<file path="src/design/puct_batch_visit_distributor_core_macros.svh">
// Assertion macros for the PUCT batch visit distributor.
// Depends on nothing; taken in by the top level.
`ifndef PUCT_BATCH_VISIT_DISTRIBUTOR_CORE_MACROS_SVH
`define PUCT_BATCH_VISIT_DISTRIBUTOR_CORE_MACROS_SVH

// Check that a condition holds at every clock edge out of reset.
`define PBVD_ASSERT_ALWAYS(label, clk, rst_n, cond, msg) \
    label: assert property (@(posedge clk) disable iff (!rst_n) (cond)) else $error(msg);

// Check that a trigger implies a consequence in the same cycle.
`define PBVD_ASSERT_IMPLY(label, clk, rst_n, trig, cons, msg) \
    label: assert property (@(posedge clk) disable iff (!rst_n) (trig) |-> (cons)) \
        else $error(msg);

`endif

</file>
<file path="src/design/pbvd_pkg.sv">
// Types and constants of the PUCT batch visit distributor.
// Depends on nothing; used by every module of the block.
`default_nettype none
package pbvd_pkg;
    localparam int P_W     = 16;
    localparam int Q_W     = 16;
    localparam int N_W     = 32;
    localparam int B_W     = 16;
    localparam int PAR_W   = 32;
    localparam int SLOT_W  = 6;
    localparam int CFG_W   = 16;
    localparam int CIDX_W  = 4;
    localparam int RAD_W   = 48;
    localparam int ROOT_W  = 24;
    localparam int FACT_W  = 40;
    localparam int NUM_W   = 56;
    localparam int DEN_W   = 33;
    localparam int SCORE_W = 57;

    localparam logic [CIDX_W-1:0] CFG_EXPLORE_GAIN   = 4'd0;
    localparam logic [CIDX_W-1:0] CFG_ROUND_FRACTION = 4'd1;
    localparam logic [CFG_W-1:0]  EXPLORE_GAIN_RST   = 16'd7148;
    localparam logic [CFG_W-1:0]  ROUND_FRACTION_RST = 16'd26214;

    typedef struct packed {
        logic [P_W-1:0]   prior;
        logic [Q_W-1:0]   value_est;
        logic [N_W-1:0]   edge_visits_in;
        logic             final_edge;
        logic [B_W-1:0]   batch_visits;
        logic [PAR_W-1:0] parent_visits;
    } t_in_item;

    typedef struct packed {
        logic [SLOT_W-1:0] edge_slot;
        logic [B_W-1:0]    granted_visits;
        logic              last_out;
    } t_out_item;

    typedef struct packed {
        logic [P_W-1:0] prior;
        logic [Q_W-1:0] value_est;
        logic [N_W-1:0] visits;
    } t_edge_rec;

    typedef enum logic [3:0] {
        ST_LOAD, ST_SINGLE, ST_SQRT_GO, ST_SQRT, ST_FACTOR, ST_SHARE, ST_RD, ST_MUL,
        ST_DIV_GO, ST_DIV, ST_CMP, ST_GRANT, ST_OUT_RD, ST_OUT_LD
    } t_state;
endpackage
`default_nettype wire

</file>
<file path="src/design/pbvd_div.sv">
// Restoring divider, one quotient bit per cycle.
// Depends on pbvd_pkg.
`default_nettype none
module pbvd_div (
    input  wire                            i_clk,
    input  wire                            i_rst_n,
    input  wire                            i_start,
    input  wire [pbvd_pkg::NUM_W-1:0]      i_num,
    input  wire [pbvd_pkg::DEN_W-1:0]      i_den,
    output logic                           o_done,
    output logic [pbvd_pkg::NUM_W-1:0]     o_quot
);
    localparam int DW = pbvd_pkg::DEN_W;

    logic [DW-1:0] r_den;
    logic [DW-1:0] r_rem;
    logic [5:0]    r_steps;
    logic          r_busy;
    logic [DW:0]   n_shift;
    logic          n_ge;

    // Shift in the next dividend bit and compare
    always_comb begin
        n_shift = {r_rem, o_quot[pbvd_pkg::NUM_W-1]};
        n_ge    = (n_shift >= {1'b0, r_den});
    end

    // Advance one quotient bit per cycle
    always_ff @(posedge i_clk) begin
        if (!i_rst_n) begin
            r_busy  <= 1'b0;
            o_done  <= 1'b0;
            r_steps <= '0;
        end else begin
            o_done <= 1'b0;
            if (i_start) begin
                r_busy  <= 1'b1;
                r_den   <= i_den;
                r_rem   <= '0;
                o_quot  <= i_num;
                r_steps <= 6'(pbvd_pkg::NUM_W - 1);
            end else if (r_busy) begin
                r_rem  <= n_ge ? DW'(n_shift - {1'b0, r_den}) : DW'(n_shift);
                o_quot <= {o_quot[pbvd_pkg::NUM_W-2:0], n_ge};
                if (r_steps == '0) begin
                    r_busy <= 1'b0;
                    o_done <= 1'b1;
                end else begin
                    r_steps <= r_steps - 6'd1;
                end
            end
        end
    end
endmodule
`default_nettype wire

</file>
<file path="config.mk">
export PLATFORM = sky130hd
export DESIGN_NAME = pbvd_div
export DESIGN_NICKNAME = d
export VERILOG_FILES = /design/src/design/puct_batch_visit_distributor_core_macros.svh /design/src/design/pbvd_pkg.sv /design/src/design/pbvd_div.sv
export SDC_FILE = /design/constraint.sdc
export NUM_CORES = 1
export LEC_CHECK = 0
export ABC_AREA = 1
export BUFFER_PORTS_ARGS = -buffer_cell sky130_fd_sc_hd__buf_2
export CELL_PAD_IN_SITES_DETAIL_PLACEMENT = 1
export CELL_PAD_IN_SITES_GLOBAL_PLACEMENT = 1
export CORE_MARGIN = 1.5
export CORE_UTILIZATION = 25
export DETAILED_ROUTE_END_ITERATION = 10
export PLACE_DENSITY = 0.59
export SETUP_SLACK_MARGIN = 0.2
export SYNTH_ARGS = -nofsm -noshare
export SYNTH_HDL_FRONTEND = slang
export SYNTH_SLANG_ARGS = --single-unit
</file>
<file path="constraint.sdc">
create_clock -name i_clk -period 7.6 [get_ports i_clk]
set_input_delay 0.38 -clock i_clk [delete_from_list [all_inputs] [get_ports i_clk]]
set_output_delay 0.38 -clock i_clk [all_outputs]
set_load 0.01 [all_outputs]
</file>
# Word level (Yosys, flattened, before mapping)

Cells that the tools add are included.

Bits of input ports: 92
Flip-flop bits (word level): 130

Bitwise logic cells: 3
Add/subtract/negate cells: 2
Eq/ne operators: 1
Mux-type cells: 11
Order comparisons: 1
Reduce and logical (&&, ||, !) cells: 8

Operators with widths:

| operator                                                           | number |
|---|---|
| 56-bit 2-to-1 mux                                                  | 2 |
| 33-bit 2-to-1 mux                                                  | 2 |
| 34-bit by 33-bit >= comparator with 1-bit output                   | 1 |
| 33-bit subtractor                                                  | 1 |
| 6-bit 2-to-1 mux                                                   | 3 |
| 2-bit AND reduction                                                | 4 |
| 6-bit zero test                                                    | 1 |
| 6-bit by 1-bit subtractor with 6-bit output, second input constant | 1 |
| 1-bit 2-to-1 mux                                                   | 4 |
| 1-bit NOT                                                          | 3 |
| 3-bit OR reduction                                                 | 1 |
| 2-bit != test, second input constant                               | 1 |
| 2-bit nonzero test                                                 | 1 |
| 2-bit OR reduction                                                 | 1 |

# Logic depth before layout (Yosys ltp)

Word-level depth: 4
Gate-level depth with buffers: 17

# Worst setup path before layout

No wires, ideal clock.

Kind: in2reg
From: in i_start
To: reg o_quot[0] in the netlist's numbering, enable pin
Buffers on the path: 3
Path slack: 1.687 ns
Arrival time: 5.347 ns
Stages: 5
Cell sequence: clkbuf_1 inv_1 buf_2 clkbuf_1 a21oi_1

Longest elaborated chain between the ends: 2

RTL lines:

| what                                 | RTL line       | text |
|---|---|---|
| start: declaration                   | pbvd_div.sv:7  | `input wire i_start,` |
| 2-bit nonzero test (no source line)  | --             |  |
| 2-bit AND reduction (no source line) | --             |  |
| end signal: assignment               | pbvd_div.sv:40 | `o_quot <= i_num;` |
| end signal: assignment               | pbvd_div.sv:44 | `o_quot <= {o_quot[pbvd_pkg::NUM_W-2:0], n_ge};` |
| end: declaration                     | pbvd_div.sv:11 | `output logic [pbvd_pkg::NUM_W-1:0] o_quot` |

No other way between the ends.
A chain may end at the register's enable or synchronous reset.

# Worst setup path in the final report

From: reg r_rem[13]
To: reg r_rem[27], data pin

Longest elaborated chain between the ends: 3

RTL lines:

| what                                                                                  | RTL line                       | text |
|---|---|---|
| start: declaration                                                                    | pbvd_div.sv:16                 | `logic [DW-1:0] r_rem;` |
| start signal: assignment                                                              | pbvd_div.sv:43                 | `r_rem <= n_ge ? DW'(n_shift - {1'b0, r_den}) : DW'(n_shift);` |
| 33-bit subtractor or 34-bit by 33-bit >= comparator with 1-bit output (tied branches) | pbvd_div.sv:43, pbvd_div.sv:25 |  |
| 33-bit 2-to-1 mux *                                                                   | pbvd_div.sv:43                 |  |
| 33-bit 2-to-1 mux *                                                                   | pbvd_div.sv:42                 | `end else if (r_busy) begin` |

Every way passes the cells marked *; elsewhere a longest branch is shown, timed or not. The select of a mux whose other input is x is not followed.

==> run summary <==
result of the run - finished clean
stages on the worst setup path - 13
start point of the critical path - r_rem[13]$_SDFFCE_PP0P_
largest area contributor in the synthesized netlist - sky130_fd_sc_hd__edfxtp_1
count of final setup violators - 0
total negative slack for setup checks - 0 ns
top cell family by delay on the critical path - simple AND/OR/NAND/NOR gates
worst r2r dst - r_rem[27]$_SDFFCE_PP0P_
via count of the first global-routing pass - 7,261
number of antenna violations at the first check in global routing - 3
Synth top area share - 46.9%
most used standard cell by instance count after synthesis - sky130_fd_sc_hd__nand2_1
post-synthesis instance area - 7810 um2
post-cts sizing count - 0
ys async rst share - 0%
full die area - 32,300 um2
CTS Buf Count - 17
crit path time final - 2.92 ns
cell-by-cell listing of the critical path - ha_1, nand2_1, inv_2, nand2_2, nor2_2, nand2_1, nor3_2, nor2_1, nand2_2, buf_4, nand2_1, nor2_1, nor2_1
area delta synth->final - 22.5%
routed wire length per instance - 15.1 um
total routed wirelength - 23,600 um
R2R cell count - 13
class of the tightest hold or removal check - primary input to register
Highest Clock Rate - 0.342 GHz
worst path buffer plus inverter count - 2
fin util - 31.2%
dpl hpwl - 17,600 um
TritonCTS clock tree - done
flip-flop cell with the highest count after synthesis - sky130_fd_sc_hd__edfxtp_1
setup repair after global routing missed its margin - false
worst slew pin tran - 1.01 ns
final worst-path cycle share - 38.5%
hold-fix buffer count after cts - 0
max-slew violation total from the final report - 0
master of the slowest instance on the critical path - sky130_fd_sc_hd__edfxtp_1
buffer count from post-CTS setup fixing - 0
area of the core - 30,700 um2
total DRC errors in the routed layout - 0
Warnings, synthesis - 0
diode insertion count for antenna repair - 0
largest driver fanout on the critical path - 28
overall power consumption - 2.25 mW
number of enable-type register cells in the synthesized netlist - 122
fraction of layout cells with a size suffix above 1 - 18.5%
FILL cells - 3,789
routed vias - 6,796
synthesized net count - 1,136
Max Cap Viol - 0
worst min-delay path startpoint - i_den[22]
critical path startpoint category - register
global-route wire length before repair - 38,700 um
final antenna-violating net count - 0
drt via density - 4.34
critical path required time - 7.78 ns
crit path setup slack, layout - 4.68 ns
Top Ports - 149
number of endpoints with negative hold slack in the final report - 0
clock input transition at the sequential cells of the worst setup and hold paths - 0.07 ns
synthesized flop and latch total - 130
setup slack of the most critical reg-to-reg path - 4.68 ns
width of the die - 180 um
total iterations of the first detailed-routing run - 4
critical path start-end classification - register to register
placed instance count - 1,534
part of the Yosys area used for sequential elements - 48.9%
Port Buffer Count - 148
worst slack at placement - 4.63 ns
post-layout instance count excluding filler cells - 1,566
initial core utilization - 25.5%
die height - 180 um
worst slew margin relative to its limit - 32.9%
drt initial violations - 269
Peak supply drop - 0.128 mV
GR Overflow Total - 0
Final nets - 1,285
buffer levels on the longest clock path - 2
leak pwr - 4.78 nW
Syn Area/Cell - 7.75 um2
power per unit of standard cell area - 235 nW/um2
endpoint of the worst setup timing path - r_rem[27]$_SDFFCE_PP0P_
Row Count - 64
Global Route Usage Sum - 14.9%
worst clock skew - 0.0111 ns
CP Capture Type - register
level count of the clock H-tree - 4
# clock sinks - 130
most frequent cells after synthesis - 392 x sky130_fd_sc_hd__nand2_1, 144 x sky130_fd_sc_hd__inv_1, 122 x sky130_fd_sc_hd__edfxtp_1, 122 x sky130_fd_sc_hd__nor2_1, 35 x sky130_fd_sc_hd__ha_1
worst path arrival time - 3.10 ns
clock latency on the worst-skew pair - 0.43 ns
Area contributors post-synth - sky130_fd_sc_hd__edfxtp_1 47%, sky130_fd_sc_hd__nand2_1 19%, sky130_fd_sc_hd__inv_1 6.9%
number of instances in the synthesized netlist - 1,008
maximum number of pins on one net before global-route repair - 93
Critical R2R Launch - r_rem[13]$_SDFFCE_PP0P_
CP peak stage delay - 0.41 ns
number of distinct library cells after synthesis - 36
gpl congestion - 0.833
root buffer cell - sky130_fd_sc_hd__clkbuf_16
-- worst min path at each step --
stage | end | slack [ns] | depth (start not counted)
4_1_cts | r_den[22]$_DFFE_PP_ | 0.10 | 1
6_report | r_den[22]$_DFFE_PP_ | 0.12 | 1
2_1_floorplan | o_done$_SDFF_PP0_ | 0.44 | 2
3_3_place_gp | r_steps[3]$_SDFFE_PP0P_ | 0.48 | 2
3_5_place_dp | r_steps[3]$_SDFFE_PP0P_ | 0.49 | 2
5_1_grt | r_den[22]$_DFFE_PP_ | 0.09 | 1
-- area by class of cell --
type	instances	area, um2	area share (%)
flip-flops and latches	130	3820	40.0
multi-input cells	701	3300	34.5
repair buffers	154	786	8.21
inverters	153	574	6.00
well taps	396	495	5.18
clock buffers	17	425	4.45
clock inverters	15	165	1.73
-- state kept, by name (all words and copies together) (netlist names) --
signal / count
o_quot: 56
r_den: 33
r_rem: 33
r_steps: 6
o_done: 1
r_busy: 1
-- report_power, final --
part	total, mW	leakage, nW	switching [mW]	internal (mW)
sequential	0.884	1.24	0.0272	0.856
clock	0.854	0.289	0.387	0.467
combinational	0.510	3.25	0.339	0.172
-- kinds of logic (layout without fill, tap and decap cells) --
| group | Yosys count | after routing | synth area share (%) |
|---|---|---|---|
| simple gates | 571 | 571 | 29.0 |
| buf+inv | 177 | 339 | 8.95 |
| flops | 130 | 130 | 48.9 |
| compound gates | 78 | 78 | 5.49 |
| fa+ha+maj | 36 | 36 | 5.86 |
| xor+xnor | 16 | 16 | 1.79 |
-- metrics by stage --
stage | cell area [um2] | hold slack, ns
floorplan | 7810 | 0.437
global placement | 8980 | 0.476
detailed placement | 8980 | 0.488
CTS | 9570 | 0.102
global route | 9570 | 0.0938
finish | 9570 | 0.120
-- cell usage in the layout (no fill, tap or decap), types with 2 or more instances in the layout --
cell                        synthesis  routed
sky130_fd_sc_hd__buf_2              4     148
sky130_fd_sc_hd__inv_8              0       4
sky130_fd_sc_hd__buf_4              0       6
sky130_fd_sc_hd__nand2_1          392     392
sky130_fd_sc_hd__o21ai_0           17      17
sky130_fd_sc_hd__inv_2              9      10
sky130_fd_sc_hd__and2_1             3       3
sky130_fd_sc_hd__inv_6              0       4
sky130_fd_sc_hd__ha_1              35      35
sky130_fd_sc_hd__inv_1            144     143
sky130_fd_sc_hd__nand2_2            7       7
sky130_fd_sc_hd__o21ai_1           17      17
sky130_fd_sc_hd__xor2_1            16      16
sky130_fd_sc_hd__edfxtp_1         122     122
sky130_fd_sc_hd__nand3_1           23      23
sky130_fd_sc_hd__o21bai_1           5       5
sky130_fd_sc_hd__nor3_1             6       6
sky130_fd_sc_hd__clkinv_4           0       3
sky130_fd_sc_hd__a21oi_1           30      29
sky130_fd_sc_hd__clkbuf_16          0      17
sky130_fd_sc_hd__nand4_1            7       7
sky130_fd_sc_hd__a31oi_1            2       2
sky130_fd_sc_hd__nor2_2             5       5
sky130_fd_sc_hd__dfxtp_1            8       8
sky130_fd_sc_hd__nor2_1           122     122
sky130_fd_sc_hd__nor4_1             2       2
-- layer usage --
metal  up-vias  global-route usage [%]  share of wire, %
met3        21                    4.66               5.9
met5         -                       0             0.059
met2       134                    24.8                46
met1      3181                    19.0                47
li1       3456                       -                 -
met4         4                    3.20              0.93
(Power assumes the default switching activity.)
