$ cat src/design/puct_batch_visit_distributor_core_macros.svh
// Assertion macros for the PUCT batch visit distributor.
// Depends on nothing; taken in by the top level.
`ifndef PUCT_BATCH_VISIT_DISTRIBUTOR_CORE_MACROS_SVH
`define PUCT_BATCH_VISIT_DISTRIBUTOR_CORE_MACROS_SVH

// Check that a condition holds at every clock edge out of reset.
`define PBVD_ASSERT_ALWAYS(label, clk, rst_n, cond, msg) \
    label: assert property (@(posedge clk) disable iff (!rst_n) (cond)) else $error(msg);

// Check that a trigger implies a consequence in the same cycle.
`define PBVD_ASSERT_IMPLY(label, clk, rst_n, trig, cons, msg) \
    label: assert property (@(posedge clk) disable iff (!rst_n) (trig) |-> (cons)) \
        else $error(msg);

`endif

$ cat src/design/pbvd_pkg.sv
// Types and constants of the PUCT batch visit distributor.
// Depends on nothing; used by every module of the block.
`default_nettype none
package pbvd_pkg;
    localparam int P_W     = 16;
    localparam int Q_W     = 16;
    localparam int N_W     = 32;
    localparam int B_W     = 16;
    localparam int PAR_W   = 32;
    localparam int SLOT_W  = 6;
    localparam int CFG_W   = 16;
    localparam int CIDX_W  = 4;
    localparam int RAD_W   = 48;
    localparam int ROOT_W  = 24;
    localparam int FACT_W  = 40;
    localparam int NUM_W   = 56;
    localparam int DEN_W   = 33;
    localparam int SCORE_W = 57;

    localparam logic [CIDX_W-1:0] CFG_EXPLORE_GAIN   = 4'd0;
    localparam logic [CIDX_W-1:0] CFG_ROUND_FRACTION = 4'd1;
    localparam logic [CFG_W-1:0]  EXPLORE_GAIN_RST   = 16'd7148;
    localparam logic [CFG_W-1:0]  ROUND_FRACTION_RST = 16'd26214;

    typedef struct packed {
        logic [P_W-1:0]   prior;
        logic [Q_W-1:0]   value_est;
        logic [N_W-1:0]   edge_visits_in;
        logic             final_edge;
        logic [B_W-1:0]   batch_visits;
        logic [PAR_W-1:0] parent_visits;
    } t_in_item;

    typedef struct packed {
        logic [SLOT_W-1:0] edge_slot;
        logic [B_W-1:0]    granted_visits;
        logic              last_out;
    } t_out_item;

    typedef struct packed {
        logic [P_W-1:0] prior;
        logic [Q_W-1:0] value_est;
        logic [N_W-1:0] visits;
    } t_edge_rec;

    typedef enum logic [3:0] {
        ST_LOAD, ST_SINGLE, ST_SQRT_GO, ST_SQRT, ST_FACTOR, ST_SHARE, ST_RD, ST_MUL,
        ST_DIV_GO, ST_DIV, ST_CMP, ST_GRANT, ST_OUT_RD, ST_OUT_LD
    } t_state;
endpackage
`default_nettype wire

$ cat src/design/pbvd_sqrt.sv
// Iterative floor square root, two radicand bits per cycle.
// Depends on pbvd_pkg.
`default_nettype none
module pbvd_sqrt (
    input  wire                            i_clk,
    input  wire                            i_rst_n,
    input  wire                            i_start,
    input  wire [pbvd_pkg::RAD_W-1:0]      i_radicand,
    output logic                           o_done,
    output logic [pbvd_pkg::ROOT_W-1:0]    o_root
);
    localparam int REM_W = pbvd_pkg::ROOT_W + 1;

    logic [pbvd_pkg::RAD_W-1:0] r_rad;
    logic [REM_W-1:0]           r_rem;
    logic [4:0]                 r_steps;
    logic                       r_busy;
    logic [REM_W+1:0]           n_shift;
    logic [REM_W+1:0]           n_trial;
    logic                       n_ge;

    // Form the trial subtraction for this step
    always_comb begin
        n_shift = {r_rem, r_rad[pbvd_pkg::RAD_W-1 -: 2]};
        n_trial = {1'b0, o_root, 2'b01};
        n_ge    = (n_shift >= n_trial);
    end

    // Advance one root bit per cycle
    always_ff @(posedge i_clk) begin
        if (!i_rst_n) begin
            r_busy  <= 1'b0;
            o_done  <= 1'b0;
            r_steps <= '0;
        end else begin
            o_done <= 1'b0;
            if (i_start) begin
                r_busy  <= 1'b1;
                r_rad   <= i_radicand;
                r_rem   <= '0;
                o_root  <= '0;
                r_steps <= 5'(pbvd_pkg::ROOT_W - 1);
            end else if (r_busy) begin
                r_rad  <= {r_rad[pbvd_pkg::RAD_W-3:0], 2'b00};
                r_rem  <= n_ge ? REM_W'(n_shift - n_trial) : REM_W'(n_shift);
                o_root <= {o_root[pbvd_pkg::ROOT_W-2:0], n_ge};
                if (r_steps == '0) begin
                    r_busy <= 1'b0;
                    o_done <= 1'b1;
                end else begin
                    r_steps <= r_steps - 5'd1;
                end
            end
        end
    end
endmodule
`default_nettype wire

$ cat config.mk
export PLATFORM = sky130hd
export DESIGN_NAME = pbvd_sqrt
export DESIGN_NICKNAME = d
export VERILOG_FILES = /design/src/design/puct_batch_visit_distributor_core_macros.svh /design/src/design/pbvd_pkg.sv /design/src/design/pbvd_sqrt.sv
export SDC_FILE = /design/constraint.sdc
export NUM_CORES = 1
export LEC_CHECK = 0
export BUFFER_PORTS_ARGS = -buffer_cell sky130_fd_sc_hd__buf_2
export CORE_ASPECT_RATIO = 1.1
export CORE_MARGIN = 10
export CORE_UTILIZATION = 43
export CTS_CLUSTER_SIZE = 12
export DETAILED_ROUTE_END_ITERATION = 12
export PLACE_DENSITY = 0.6
export SYNTH_ARGS = -nofsm -noshare
export SYNTH_HDL_FRONTEND = slang
export SYNTH_SLANG_ARGS = --single-unit
$ cat constraint.sdc
create_clock -name i_clk -period 4.4 [get_ports i_clk]
set_input_delay 0.22 -clock i_clk [delete_from_list [all_inputs] [get_ports i_clk]]
set_output_delay 0.22 -clock i_clk [all_outputs]
set_load 0.03 [all_outputs]
## Yosys cells after proc, flatten, opt, wreduce, memory -nomap -nowiden

Cells that the tools add are included.

- Output and inout port bits: 25
- Logic and storage cells: 33
- Input port bits: 51
- Flip-flop bits (word level): 104

- Bitwise operators: 3
- Equal/unequal tests: 1
- Multiplexer cells: 12
- Reduce and logical (&&, ||, !) cells: 7
- Magnitude comparators: 1
- $add $sub $neg: 2

Operator list:

| cell | number |
|---|---|
| 48-bit two-way mux | 2 |
| 25-bit two-way mux | 2 |
| 27-bit by 26-bit >= comparator with 1-bit output | 1 |
| 25-bit subtractor | 1 |
| 24-bit two-way mux | 1 |
| 5-bit two-way mux | 3 |
| 2-bit AND reduction | 3 |
| 5-bit logical NOT | 1 |
| 5-bit by 1-bit subtractor with 5-bit output (second input constant) | 1 |
| 1-bit two-way mux | 4 |
| 1-bit NOT | 3 |
| 3-bit OR reduction | 1 |
| 2-bit inequality test (second input constant) | 1 |
| 2-bit nonzero test | 1 |
| 2-bit OR reduction | 1 |

## Depth between registers and ports, before layout

Gate-level depths: netlist of the first run.

- Depth in word-level cells: 4
- Mapped depth: 11
- Depth with buffers taken out: 9

## Worst setup path before layout of the first run

OpenSTA, ideal clock, no wires.

- Path kind: in2reg
- Start: input i_start
- End: register o_root[0] (netlist name) (enable)
- Stages on the path: 3
- Arrival: 3.001 ns
- Library setup time: 0.464 ns
- Path buffers: 2
- Slack: 0.934 ns
- Data required time: 3.936 ns
- Cell sequence: clkbuf_1 -> clkbuf_1 -> o21a_1

- Cells in the longest elaborated chain, start to end: 2

Ends and longest elaborated chain:

| what | RTL line | source |
|---|---|---|
| from (decl) | pbvd_sqrt.sv:7 | `input wire i_start,` |
| 2-bit nonzero test (no line) | n/a |  |
| 2-bit AND reduction (no line) | n/a |  |
| to (signal assigned) | pbvd_sqrt.sv:46 | `o_root <= {o_root[pbvd_pkg::ROOT_W-2:0], n_ge};` |
| to (decl) | pbvd_sqrt.sv:10 | `output logic [pbvd_pkg::ROOT_W-1:0] o_root` |

Every way passes these cells.
A chain may end at the register's enable or synchronous reset.

## Worst setup path after layout of the first run

- Start: register r_rem[8]
- End: register r_rem[5], data pin

- Cells in the longest elaborated chain, start to end: 3

Ends and longest elaborated chain:

| what | RTL line | source |
|---|---|---|
| from (decl) | pbvd_sqrt.sv:15 | `logic [REM_W-1:0] r_rem;` |
| from (signal assigned) | pbvd_sqrt.sv:45 | `r_rem <= n_ge ? REM_W'(n_shift - n_trial) : REM_W'(n_shift);` |
| 27-bit by 26-bit >= comparator with 1-bit output | pbvd_sqrt.sv:26 | `n_ge = (n_shift >= n_trial);` |
| 25-bit two-way mux | pbvd_sqrt.sv:45 |  |
| 25-bit two-way mux | pbvd_sqrt.sv:43 | `end else if (r_busy) begin` |

Every way passes these cells. The select of a mux whose other input is x is not followed.

==> metrics.txt, run 1 <==
Rows=44; slowest stage delay, CP=approximately 0.47 ns; Boundary Pins=76; clock power share=0.298; Cell Int Power=1850 uW; Gate power share=0.241; Yosys warning total=0; CTS Root Cell=clkbuf_16; initial antenna violation count=0; Synthesized Nets=between 600 and 700; Clk Latency, worst-skew pair=0.35 ns; most common cell after layout, fill and taps aside=edfxtp_1; vias per std cell=5.178; core area=roughly 13000 um^2; ys flop type=edfxtp_1; DP HPWL=8603 um; count of cell types in the netlist=59; first-pass GRT wire length=20680 um; largest area contributor in the netlist=edfxtp_1; CP max stage cell=buf_4; DIE WIDTH=131.7 um; CP cell instances=ha_1 > o21ai_0 > o21ai_1 > a41oi_2 > a31oi_2 > a41o_1 > buf_4 > mux2i_1 > nor2_1; synthesis-to-finish area growth=13.66%; total power=between 2000 and 3000 uW; Antenna Nets Post-Route=0; number of global-route vias before repair=about 4200; Post-DP Area=6415 um^2; outcome=completed; die area=18800 um^2; Max Clk Rate=320.2 MHz; largest net degree at the start of global routing=76; leak pwr=0.002687 uW; ys async rst share=0; Tightest Hold Check Type=in2reg; drt first pass iters=5; period utilisation layout=0.7098; post-synthesis area per instance=11.30 um^2; Layout Nets=between 600 and 700; Pins Over Slew Limit=0; Switch Pwr=790.8 uW; detailed-route via count=around 4000; number of enable flip-flop cells after synthesis=97; crit path max fanout=32; Buffers on Ports=75; Synth Cell Area=a little under 6000 um^2; clk slew on worst S/H paths=0.08 ns; Synth area leaders=edfxtp_1 49%, mux2_2 8.8%, ha_1 5.9%; CTS Buffer Depth=2; maximum vdd drop=231.8 uV; CTS tree=done; pwr/cell area=roughly 390 nW/um^2; post-synthesis register bit count=about 100; CP Launch Type=register; clock sinks=104; Worst Path Required=4.48 ns; Die Y=about 140 um; # hold bufs at CTS=0; max_slew headroom=0.3050; # setup viols final=0; WS Path Type=reg2reg; share of cells above drive strength 1=0.2631; Clock Skew=0.008935 ns; max cap viols=0; Fin Setup TNS=0 ns; RSZ-0062 raised after global routing=false; H-tree Lvls=3; Final GP Congestion=approximately 0.84; sequential share of power=0.460; Tmin final=about 3.1 ns; Hold Fails Final Rpt=0; Synth top area share=0.4940; most frequent cells in the layout=97 x edfxtp_1, 74 x buf_2, 63 x nor2_1; # DRC=0; total grt overflow=0; Gate Count Post-Synth=about 520; Routed WL per cell=15.71 um; Least-Margin Pin Slew=1.043 ns; crit path DAT=3.20 ns; TritonCTS Buffers=9; CTS resizes=0; post-CTS setup buffers=0; Diodes inserted=0; fin area=approximately 6700 um^2; CP Capture Type=register; Initial Util=0.4426; Seq/Total Area, Yosys=0.5177; Total GRT Usage=0.1336; Total Wirelength=12210 um; sw frac=0.2995; Initial DRC Count=247
[layer usage]
metal	wire (um)	global-route usage
met5	0	0
met3	857	0.04667
met1	5642	0.1639
met2	5493	0.2095
met4	214	0.05858
[synthesized netlist by cell type, drive strengths merged, types with 4 or more instances]
master,instances
mux2,46
nand4,5
ha,28
nand3b,4
edfxtp,97
o21a,9
dfxtp,7
nor2,63
a211oi,14
buf,12
nand2,28
a21oi,27
clkbuf,11
o21ai,23
xor2,8
nand3,7
xnor2,10
a21o,7
nor3,7
mux2i,10
a31oi,6
inv,44
nand2b,4
or2,4
[power by group through the flow]
stage | Sequential (uW) | Combinational [uW] | Clock, uW
2_1_floorplan | 1260 | 478 | 0
3_3_place_gp | 1240 | 630 | 0
3_5_place_dp | 1240 | 637 | 0
4_1_cts | 1220 | 641 | 817
5_1_grt | 1220 | 714 | 852
6_report | 1220 | 637 | 788
[cell type report]
class | count | area, um^2
clock inverters | 6 | 48.80
well taps | 184 | 230.2
repair buffers | 78 | 400.4
fillers | 1233 | 6620
inverters | 44 | 165.2
multi-input cells | 351 | 2566
flip-flops and latches | 104 | 3053
clock buffers | 10 | 239.0
[cells by family (layout without fill, tap and decap cells)]
logic type / after synthesis / count (layout) / synth area share
mux: 56 / 56 / 0.1048
xor+xnor: 18 / 18 / 0.02673
simple gates: 139 / 139 / 0.1091
flops: 104 / 104 / 0.5177
compound gates: 110 / 110 / 0.1339
fa+ha+maj: 28 / 28 / 0.05941
buf+inv: 67 / 138 / 0.04838
[critical path: cells and delay by family (launching register included)]
kind	cells	cell delay, ns
multiplexers	1	0.23
AND/OR/NAND/NOR	1	0.06
flip-flops	1	0.39
adder cells (fa/ha/maj)	1	0.43
AO/OA/AOI/OAI	5	1.26
buffers and inverters	1	0.47
[sequential cells by signal (all words and copies together) (netlist names)]
register / cells
o_done: 1
r_busy: 1
r_steps: 5
r_rad: 48
o_root: 24
r_rem: 25
[worst paths after layout]
| path | startpoint | endpoint | slack, ns | cells after the start |
|---|---|---|---|---|
| worst max-delay path | r_rem[8] | r_rem[5] | 1.28 | 9 |
| worst min register to register | r_busy | o_done | 0.51 | 2 |
| worst max register to register | r_rem[8] | r_rem[5] | 1.28 | 9 |
| worst min-delay path | i_radicand[0] | r_rad[0] | 0.14 | 2 |
[through the flow]
stage	utilization	hold slack, ns	worst slack (ns)	cells
floorplan	-	0.3375	0.9344	522
global placement	0.4815	0.4961	1.373	761
detailed placement	0.4815	0.5046	1.302	761
CTS	0.5031	0.1299	1.277	777
global route	0.5031	0.1439	1.002	777
finish	0.5031	0.1449	1.277	777
(Power assumes the default switching activity.)
==> run 2: changes to the inputs <==
Clock period 4.4 ns to 3.1 ns, I/O delays scaled along.
==> run 2 against run 1 <==
Net effect: final area up 1.1%; critical path depth unchanged; power up 43%; clock power up 45%; worst hold slack worse by 0.063 ns; via count up 1.6%; final cell count up 0.51%; first-iteration DRC count down 1.6%; routed wire length down 2.0%; critical endpoint is now r_rem[10]; largest power group unchanged.
==> metrics.txt, run 2 (same netlist as run 1, synthesis figures left out) <==
Critical R2R Launch=r_rem[8]; max_slew headroom=0.5992; detailed-route via count=4089; period utilisation layout=0.9083; CP Launch Type=register; hold path start=i_radicand[1]; Hold Fails Final Rpt=0; CTS Buffer Depth=2; largest registers=r_rad x48, r_rem x25, o_root x24; Antenna Nets Post-Route=0; die area=18800 um^2; Routed WL per cell=between 15 and 20 um; Clock Skew=0.009637 ns; clk slew on worst S/H paths=0.08 ns; Post-DP Area=6475 um^2; Initial Util=0.4426; DP HPWL=8650 um; R2R Path End=r_rem[10]; Total GRT Usage=0.1304; # setup viols final=0; core area=13320 um^2; max reg flops=48; most frequent cells in the layout=97 x edfxtp_1, 74 x buf_2, 63 x nor2_1; Die Y=around 140 um; maximum vdd drop=approximately 360 uV; area of the multi-input gates=2566 um^2; synthesis-to-finish area growth=14.87%; Buffers on Ports=75; DP Worst Slack=about 0.29 ns; Tmin final=2.816 ns; first-pass GRT wire length=20480 um; r2r setup slk=0.28 ns; hold path cells=2; Final GP Congestion=approximately 0.84; vias per std cell=5.236; final worst setup slack=0.2842 ns; Boundary Pins=76; Clk Latency, worst-skew pair=about 0.35 ns; number of global-route vias before repair=4223; clock sinks=104; crit path max fanout=39; share of cells above drive strength 1=0.2668; Final Util=0.5085; initial antenna violation count=0; TritonCTS Buffers=9; cell family with most CP delay=compound AO/OA/AOI/OAI gates; # DRC=0; WS Path Type=reg2reg; slowest stage delay, CP=0.45 ns; pwr/cell area=~560 nW/um^2; total grt overflow=0; # hold bufs at CTS=0; Layout Nets=670; crit path DAT=roughly 2.9 ns; RSZ-0062 raised after global routing=false; H-tree Lvls=3; Register-to-Register Path Depth=9; DIE WIDTH=131.7 um; leak pwr=0.002719 uW; post-CTS setup buffers=0; CTS resizes=0; largest net degree at the start of global routing=105; buffers and inverters on the worst path=1; Tightest Hold Check Type=in2reg; Register Area=3053 um^2; CP max stage cell=ha_1; fin area=6774 um^2; Fin Setup TNS=0 ns; Rows=44; most common cell after layout, fill and taps aside=edfxtp_1; Initial DRC Count=243; max cap viols=0; CP Capture Type=register; CTS Root Cell=clkbuf_16; Reg with most FFs=r_rad; drt first pass iters=4; CTS tree=done; CP cell instances=ha_1 > o21ai_0 > o21ai_1 > a41oi_2 > a31oi_2 > a41o_1 > buf_12 > mux2i_1 > nor2_1; Worst Path Required=3.18 ns; outcome=completed; Max Clk Rate=355.1 MHz; Pins Over Slew Limit=0; Hold EP=r_rad[1]; Least-Margin Pin Slew=0.6000 ns; Filler cells=1253; Total Wirelength=approximately 12000 um
==> run 2: cell types whose count changed in the layout (fill, tap and decap cells not counted), sizes merged <==
| cell | change |
|---|---|
| diode | +1 |
| buf | +3 |
| clkinv | -1 |
| clkbuf | +1 |
==> run 2: layout make-up <==
class                      count  share of cell area
clock inverter                 5            0.006465
tap                          184             0.03399
sequential                   104              0.4507
clock buffer                  11             0.03731
antenna                        1           0.0003694
inverter                      44             0.02438
multi-input combinational    351              0.3788
timing repair buffer          81             0.06797
==> run 2: worst register-to-register path: stages, from the launching register on <==
cell	delay, ns
edfxtp_1	0.42
ha_1	0.45
o21ai_0	0.13
o21ai_1	0.23
a41oi_2	0.19
a31oi_2	0.34
a41o_1	0.27
buf_12	0.24
mux2i_1	0.23
nor2_1	0.05
==> run 2: power by group <==
group,internal [uW],switching [uW]
clock network,603,535
registers,1680,48.5
logic,382,533
total,2660,1120
==> run 2: worst max-delay path by stage <==
stage / start / to / slack, ns / cells past startpoint
after floorplan: o_root[10] / o_root[0] / 0.45 / 11
after global placement: r_rem[8] / r_rem[5] / 0.33 / 9
after detailed placement: r_rem[8] / r_rem[8] / 0.29 / 9
after CTS: r_rem[8] / r_rem[8] / 0.26 / 9
after global routing: r_rem[8] / r_rem[2] / 0.07 / 9
final: r_rem[8] / r_rem[10] / 0.28 / 9
==> run 2: metrics by stage <==
stage	hold WS, ns	cells	total power, uW
detailed placement	0.4453	764	2674
CTS	0.07631	780	3819
global route	0.08387	780	3989
floorplan	0.2725	522	2462
finish	0.08173	781	3777
global placement	0.4453	764	2653
==> run 2: metal layers <==
metal  routed length (um)  share of wire  global-route usage
met5                    0              0                   0
met4                  188          0.016             0.04687
met3                  892          0.075             0.05053
met2                 5669           0.47              0.2167
met1                 5207           0.44              0.1510
==> run 3: changes to the inputs <==
Settings changed: CORE_UTILIZATION 43 to 58, HOLD_SLACK_MARGIN set to 0.1, PLACE_DENSITY 0.6 to 0.78.
==> run 3 against run 2 <==
Net effect: via count grew 7.6%; power shrank 3.8%; critical path depth stayed put; register-to-register slack got worse by 0.03 ns; clock power shrank 19%; worst setup slack lost 0.034 ns; routed wire length grew 14%; sequential share of layout area down 1.7 points; worst hold slack better by 0.038 ns; clock skew increased by 0.0013 ns; global-route usage increased by 5.9 points; utilization rose by 20 points; highest routed layer unchanged.
==> metrics.txt, run 3 (same netlist as run 1, synthesis figures left out) <==
outcome=completed; max reg flops=between 40 and 50; # setup viols final=0; core area=approximately 10000 um^2; vias per std cell=between 5 and 6; CTS Buffer Depth=2; Tightest Hold Check Type=in2reg; period utilisation layout=0.9192; clock sinks=104; Final GP Congestion=between 0.8 and 0.9; TritonCTS Buffers=9; R2R Path End=r_rem[24]; Routed WL per cell=17.81 um; CP Capture Type=register; CTS tree=done; pwr/cell area=516.3 nW/um^2; total power=3635 uW; Pins Over Slew Limit=0; detailed-route via count=4399; share of cells above drive strength 1=0.2492; Tmin final=roughly 2.8 ns; Antenna Nets Post-Route=0; CP Launch Type=register; H-tree Lvls=3; DIE WIDTH=116.1 um; Hold Fails Final Rpt=0; RSZ-0062 raised after global routing=false; first-pass GRT wire length=approximately 23000 um; leak pwr=0.002864 uW; Rows=38; Diodes inserted=0; Total Wirelength=13570 um; Layout Nets=716; Clock Skew=between 0.01 and 0.015 ns; crit path DAT=approximately 3.0 ns; crit path max fanout=6; WHS=around 0.12 ns; Worst Path Required=between 3 and 4 ns; Clk Latency, worst-skew pair=0.36 ns; initial antenna violation count=0; largest registers=r_rad x48, r_rem x25, o_root x24; Initial Util=0.5963; Reg with most FFs=r_rad; total grt overflow=0; DP HPWL=8773 um; Max Clk Rate=350.9 MHz; Register-to-Register Path Depth=9; Die Y=about 130 um; number of global-route vias before repair=4586; post-CTS setup buffers=0; hold path cells=2; Boundary Pins=76; max_slew headroom=0.5410; most common cell after layout, fill and taps aside=edfxtp_1; Least-Margin Pin Slew=between 0.6 and 0.7 ns; drt first pass iters=5; CTS Root Cell=clkbuf_8; Buffers on Ports=75; Fin Setup TNS=0 ns; Critical R2R Launch=o_root[11]; # DRC=0; largest net degree at the start of global routing=63; # hold bufs at CTS=43; critical path startpoint=o_root[11]; Hold EP=r_rad[11]; WS Path Type=reg2reg; final worst setup slack=approximately 0.25 ns; Total GRT Usage=0.1897; maximum vdd drop=around 440 uV; r2r setup slk=between 0.2 and 0.3 ns; max cap viols=0; clk slew on worst S/H paths=0.11 ns; Filler cells=701; Initial DRC Count=around 200; most frequent cells in the layout=97 x edfxtp_1, 74 x buf_2, 63 x nor2_1; DP Worst Slack=approximately 0.31 ns; die area=between 10000 and 15000 um^2; CTS resizes=0; synthesis-to-finish area growth=19.39%; hold path start=i_radicand[11]
-- run 3: changes by cell type in the layout (fill, tap and decap cells not counted), sizes merged --
| cell | before | now |
|---|---|---|
| clkinv | 1 | 0 |
| diode | 1 | 0 |
| clkbuf | 11 | 13 |
| buf | 81 | 83 |
| inv | 48 | 47 |
| dlygate4sd3 | 0 | 44 |
-- run 3: critical path, cell delays in order (launching register included) --
cell      delay (ns)
edfxtp_1        0.41
inv_1           0.11
ha_1            0.30
a21oi_1         0.22
o31a_1          0.26
o21ai_0         0.14
a211o_1         0.35
o41ai_1         0.47
xor2_1          0.23
a211oi_2        0.10
-- run 3: final cells by class --
cell class / count / area, um^2 / share of cell area
Clock buffer: 13 / 191.4 / 0.02719
Clock inverter: 3 / 23.77 / 0.003377
Inverter: 44 / 165.2 / 0.02346
Multi-Input combinational cell: 351 / 2566 / 0.3645
Sequential cell: 104 / 3053 / 0.4336
Tap cell: 120 / 150.1 / 0.02133
Timing Repair Buffer: 127 / 890.9 / 0.1265
-- run 3: how the worst max path moves through the flow --
stage,to,slack [ns],cells past startpoint
floorplan,o_root[0],0.45,11
global placement,r_rem[24],0.38,9
detailed placement,r_rem[24],0.31,9
CTS,r_rem[24],0.26,9
global route,r_rem[2],0.09,10
finish,r_rem[24],0.25,9
-- run 3: power by group --
| part | leakage [uW] | internal (uW) | switching (uW) | total, uW |
|---|---|---|---|---|
| Clock | 0.000111 | 421 | 503 | 924 |
| Combinational | 0.00176 | 421 | 562 | 983 |
| Sequential | 0.000994 | 1680 | 52.0 | 1730 |
-- run 3: per-layer routing --
| layer | GRT usage | wire length (um) | up-vias |
|---|---|---|---|
| li1 | - | - | 2137 |
| met1 | 0.2323 | 5712 | 2089 |
| met2 | 0.3176 | 6660 | 146 |
| met3 | 0.05556 | 974 | 27 |
| met4 | 0.05085 | 225 | 0 |
| met5 | 0 | 0 | - |
-- run 3: stage by stage --
step                cell area [um^2]  utilization  instances
floorplan                       5898            -        522
CTS                             7030       0.7109        761
finish                          7041       0.7119        762
global placement                6385       0.6456        702
global route                    7041       0.7119        762
detailed placement              6385       0.6456        702
